File: src/rtl/assert_macros.svh
// Assertion macros for the RTL files of the symbol hash block.
`ifndef ASSERT_MACROS_SVH
`define ASSERT_MACROS_SVH

// Property that must hold at every clock edge outside reset.
`define ASSERT_ALWAYS(label, expr, msg) \
	label: assert property (@(posedge clk) disable iff (!arst_n) (expr)) else $error(msg);

// Implication checked in the same cycle.
`define ASSERT_IMPLY(label, ante, cons, msg) \
	label: assert property (@(posedge clk) disable iff (!arst_n) (ante) |-> (cons)) \
		else $error(msg);

`endif

File: src/rtl/shli_pkg.sv
// Package for the symbol hash block: item types and status codes.
`default_nettype none

package shli_pkg;

	localparam int MAX_NAME_BYTES = 16;
	localparam int NAME_LEN_W     = 5;
	localparam int ENTRY_NUM_W    = 9;

	localparam logic [1:0] STATUS_FOUND    = 2'd0;
	localparam logic [1:0] STATUS_CREATED  = 2'd1;
	localparam logic [1:0] STATUS_OVERFLOW = 2'd2;

	typedef struct packed {
		logic [63:0]           name_low_bytes;
		logic [63:0]           name_high_bytes;
		logic [NAME_LEN_W-1:0] name_length;
	} name_item_t;

	typedef struct packed {
		logic [ENTRY_NUM_W-1:0] entry_number;
		logic [1:0]             status;
	} result_item_t;

endpackage

`default_nettype wire

File: src/rtl/shli_hash.sv
// Iterative name hasher: one shift-add step per byte, then fold and mask.
`default_nettype none

module shli_hash #(
	parameter int SLOT_BITS = 10
) (
	input  wire logic                                clk,
	input  wire logic                                arst_n,
	input  wire logic                                start,
	input  wire logic [63:0]                         name_low_bytes,
	input  wire logic [63:0]                         name_high_bytes,
	input  wire logic [shli_pkg::NAME_LEN_W-1:0]     name_length,
	output logic                                     done,
	output logic [SLOT_BITS-1:0]                     slot
);

	localparam logic [31:0] HASH_SEED = 32'd12345;

	logic                              busy_q;
	logic [3:0]                        idx_q;
	logic [shli_pkg::NAME_LEN_W-1:0]   left_q;
	logic [31:0]                       h_q;
	logic [127:0]                      bytes;
	logic [7:0]                        cur_byte;
	logic [31:0]                       fold;

	assign bytes    = {name_high_bytes, name_low_bytes};
	assign cur_byte = bytes[{idx_q, 3'b000} +: 8];
	assign fold     = h_q ^ {16'd0, h_q[31:16]};
	assign slot     = fold[SLOT_BITS-1:0];
	assign done     = busy_q && (left_q == '0);

	always_ff @(posedge clk or negedge arst_n) begin
		if (!arst_n) begin
			busy_q <= 1'b0;
			idx_q  <= '0;
			left_q <= '0;
			h_q    <= HASH_SEED;
		end else if (start) begin
			busy_q <= 1'b1;
			idx_q  <= '0;
			left_q <= name_length;
			h_q    <= HASH_SEED;
		end else if (busy_q) begin
			if (left_q == '0) begin
				busy_q <= 1'b0;
			end else begin
				h_q    <= {h_q[30:0], 1'b0} + {24'd0, cur_byte};
				idx_q  <= idx_q + 4'd1;
				left_q <= left_q - 1'b1;
			end
		end
	end

endmodule

`default_nettype wire
File: config.mk
export PLATFORM = sky130hd
export DESIGN_NAME = shli_hash
export DESIGN_NICKNAME = d
export VERILOG_FILES = /design/src/rtl/assert_macros.svh /design/src/rtl/shli_pkg.sv /design/src/rtl/shli_hash.sv
export SDC_FILE = /design/constraint.sdc
export NUM_CORES = 1
export LEC_CHECK = 0
export ABC_AREA = 1
export BUFFER_PORTS_ARGS = -buffer_cell sky130_fd_sc_hd__buf_4
export CORE_UTILIZATION = 48
export CTS_CLUSTER_SIZE = 28
export DETAILED_ROUTE_END_ITERATION = 8
export HOLD_SLACK_MARGIN = 0.02
export PLACE_DENSITY = 0.81
export SETUP_SLACK_MARGIN = 0.05
export SLEW_MARGIN = 10
export SYNTH_ARGS = -nofsm -noshare
export SYNTH_HDL_FRONTEND = slang
export SYNTH_SLANG_ARGS = --single-unit
File: constraint.sdc
create_clock -name clk -period 3.9 [get_ports clk]
set_clock_uncertainty 0.1 [all_clocks]
set_input_delay 0.585 -clock clk [delete_from_list [all_inputs] [get_ports clk]]
set_output_delay 0.585 -clock clk [all_outputs]
set_load 0.01 [all_outputs]
==> results.md <==
Run status:
- The flow ran to the end, and the final reports show no timing, DRC or antenna violations.

Placed design:
- The total half-perimeter wirelength after legalization and detailed placement is 9700 µm.
- In this run, placement finished with an instance count of 831.
- Port buffering added 146 buffers.
- The weighted congestion reported at the end of routability-driven placement is 0.974.
- The post-place setup slack is 689 ps.

STA:
- Setup repair after global routing left no endpoint under its margin.
- The max-slew violation count came to 0.
- Static timing analysis puts the maximum clock frequency at 0.304 GHz.
- The number of endpoints with negative hold slack in the final report was 0.
- The worst-case headroom to the max-slew limit is 54.1%.
- Setup violations remaining at the end of the flow were counted as 0.
- For the final routed database, the setup TNS stands at 0 ps.
- At the pin with the least slew margin, the transition time is 687 ps.
- The worst setup slack after layout is 611 ps.
- The worst path needs 3290 ps of the cycle, external delays included.
- The final critical path takes up 84.3% of the cycle.

GRT:
- The via count of the first global-routing pass was 4450.
- The overall routing resource usage is 30.7%.
- Summed over all layers, the global routing overflow is 0.
- The first-pass GRT wire length is 20800 µm.
- The initial antenna violation count is 0.
- Entering global routing, the biggest net connects 67 pins.

Yosys:
- The synthesized netlist occupies a cell area of 3810 µm².
- Sequential cells were found to cover 23.8% of the synthesized design area.
- The count of cell types in the netlist is 39.
- Sorting the synthesized cells by area gives the leading types as dfrtp_1 (20%), nand2_1 (12%), nor2_1 (10%).
- The share of synthesized area in the top cell type comes to 19.7%.
- For this run, the number of Yosys warnings is 0.
- The number of flip-flops and latches in the synthesized netlist is 36.
- The number of instances in the synthesized netlist is 612.
- The cell accounting for the most synthesized area is dfrtp_1.
- Averaged over all synthesized cells, the footprint is 6.23 µm².
- The synthesized net count is 759.

Cells and area:
- 0 antenna diodes ended up in the layout.
- The fraction of layout cells with a size suffix above 1 is 26.7%.
- The area added between synthesis and finish is 30.4%.
- In the final design database the tool counted 883 nets.
- The number of standard cells in the final layout excluding fillers is 839.
- The number of filler cells placed in the layout is 715.

Setup path:
- Traced cell by cell, the critical path runs through buf_4, o21ai_0, o211ai_1, o211ai_1, nand2_1, ha_1, inv_1, fa_1, inv_1, nand3_1, nand3_1, nand2_1, nand2_2, nand2_1, nand2_1, nand3_1, nand2_1, inv_1.
- The cell type with the highest occurrence count on the critical path is nand2_1.
- The highest cell delay on the worst timing path is 610 ps.
- The critical path data arrival time is 3430 ps.
- The worst setup path is captured at a flop.
- The startpoint identified for the worst register-to-register timing path is idx_q[1].
- The highest net fanout along the worst path is 33.
- The setup path with the least slack is of type reg -> reg.
- The critical path starts at idx_q[1].
- STA classifies the critical path startpoint as a flop.
- The required time of the worst setup path is 4040 ps.
- For this design, the slowest cell found on the critical path is dfrtp_1.

Clock tree:
- The maximum level of the CTS H-tree is 2.
- After clock tree synthesis, the repair step resized 0 gates.
- The total clock buffers created by CTS is 5.
- The CTS tree is yes.
- The tree is rooted in a clkbuf_8.
- The post-CTS clock slew at the launch and capture registers of the worst setup and hold paths is 80 ps.
- The largest buffer count on any clock path is 2.
- The later-pin clock latency in the skew report is 300 ps.
- For this design, the sink count on the clock tree is 36.
- Once the clock tree was built, the setup fixing pass inserted 0 buffers.
- The count of hold-fix buffers inserted at cts is 0.

Route:
- The number of remaining DRC errors is 0.
- The total number of vias is 4674.
- The via density per instance is 5.57.
- The total iterations of the first detailed-routing run is 6.
- The final layout contains routed wiring with a total length of 12700 µm.
- In the final routed layout, each cell accounts on average for 15.2 µm.
- The count of routing violations after the opening detailed-route iteration is 312.
- The residual antenna-violating net count after detailed routing is 0.

Die:
- The total I/O pin count is 147.
- The die span in y is 91.1 µm.
- The initialized floorplan defines 32 standard-cell rows.
- The floorplan die area is 8310 µm².
- The initial utilization of the core area, before any placement, comes to 49.6%.
- Measured along the x axis, the die boundary spans 91.1 µm.
- The standard cell core area is 7690 µm².

Worst hold path:
- The min-delay analysis places its worst path in the category in -> async.

Power:
- The worst-case IR drop observed on VDD is 247 µV.
- The static power due to leakage is 2.51 nW.
- The power density over cell area is 454 nW/µm².

Run:
- The max-cap check violation count is 0.
## where the power goes
| part | leakage [nW] | switching [mW] | total [mW] | internal (mW) |
|---|---|---|---|---|
| logic | 2.00 | 0.846 | 1.40 | 0.549 |
| clock network | 0.0510 | 0.141 | 0.282 | 0.141 |
| registers | 0.453 | 0.116 | 0.582 | 0.466 |
## through the flow
stage               area [µm²]  hold slack (ps)  total power [mW]  utilization [%]
global route              4970              167              2.47             64.7
finish                    4970              140              2.26             64.7
global placement          4880              393              1.91             63.5
CTS                       4970              153              2.25             64.7
floorplan                 3810              189              1.55                -
detailed placement        4880              389              1.96             63.5
## sequential cells by signal, summed over array words and instances (netlist names)
signal  count
busy_q      1
h_q        26
idx_q       4
left_q      5
## path summary, 6_finish.rpt
kind | to | slack (ps) | cells after the start
max | h_q[13] | 610 | 18
max in group asynchronous | h_q[12] | 3220 | 1
max reg2reg | h_q[13] | 610 | 18
min in group clk | h_q[25] | 400 | 2
min reg2reg | h_q[25] | 400 | 2
min | h_q[1] | 140 | 1
## Yosys cell counts (all sizes together)
master	number
nand4	9
clkinv	3
nor3b	1
clkbuf	9
o22a	2
o221ai	9
nand3b	1
buf	24
a21oi	7
dfstp	6
o21ai	84
nor3	3
o22ai	9
and2	1
a22oi	1
xor2	14
or2	2
fa	1
o211ai	20
nor2	111
nand2	130
dfrtp	30
nand3	66
ha	10
inv	59
## critical path: cells and delay by family (launching register included)
family / cells / cell delay [ps]
flip-flops: 1 / 610
AO/OA/AOI/OAI: 3 / 480
AND/OR/NAND/NOR: 9 / 850
buffers and inverters: 4 / 600
adder cells (fa/ha/maj): 2 / 590
## cell type report
type	count	area [µm²]	area share [%]
flip-flops and latches	36	910	18.3
multi-input cells	481	2480	49.9
repair buffers	150	1130	22.6
clock buffers	6	82.6	1.66
clock inverters	2	10.0	0.201
well taps	102	128	2.57
inverters	62	235	4.73
## routing by layer
metal  share of wire, %  wire, µm  global-route usage (%)
met1                 42      5310                    38.7
met2                 48      6070                    52.1
met3                7.8       994                    4.69
met4                2.6       337                    13.1
met5                  0         0                       0
## logic make-up (layout without fill, tap and decap cells)
logic type,Yosys count,in the layout,synth area share [%]
AOI/OAI and AO/OA,132,132,20.2
and+or+nand+nor,324,324,37.9
xor gates and xnor gates,14,14,3.22
DFF,36,36,23.8
adders and majority gates,11,11,3.81
buffers and inverters,95,220,11.1
## layout by cell type, fill, tap and decap left out, drive strengths merged, types with 7 or more instances in the layout
cell type	instances
a21oi	7
buf	150
dfrtp	30
ha	10
inv	59
nand2	130
nand3	66
nand4	9
nor2	111
o211ai	20
o21ai	84
o221ai	9
o22ai	9
xor2	14
No activity file was read; power rests on OpenSTA's default activity.
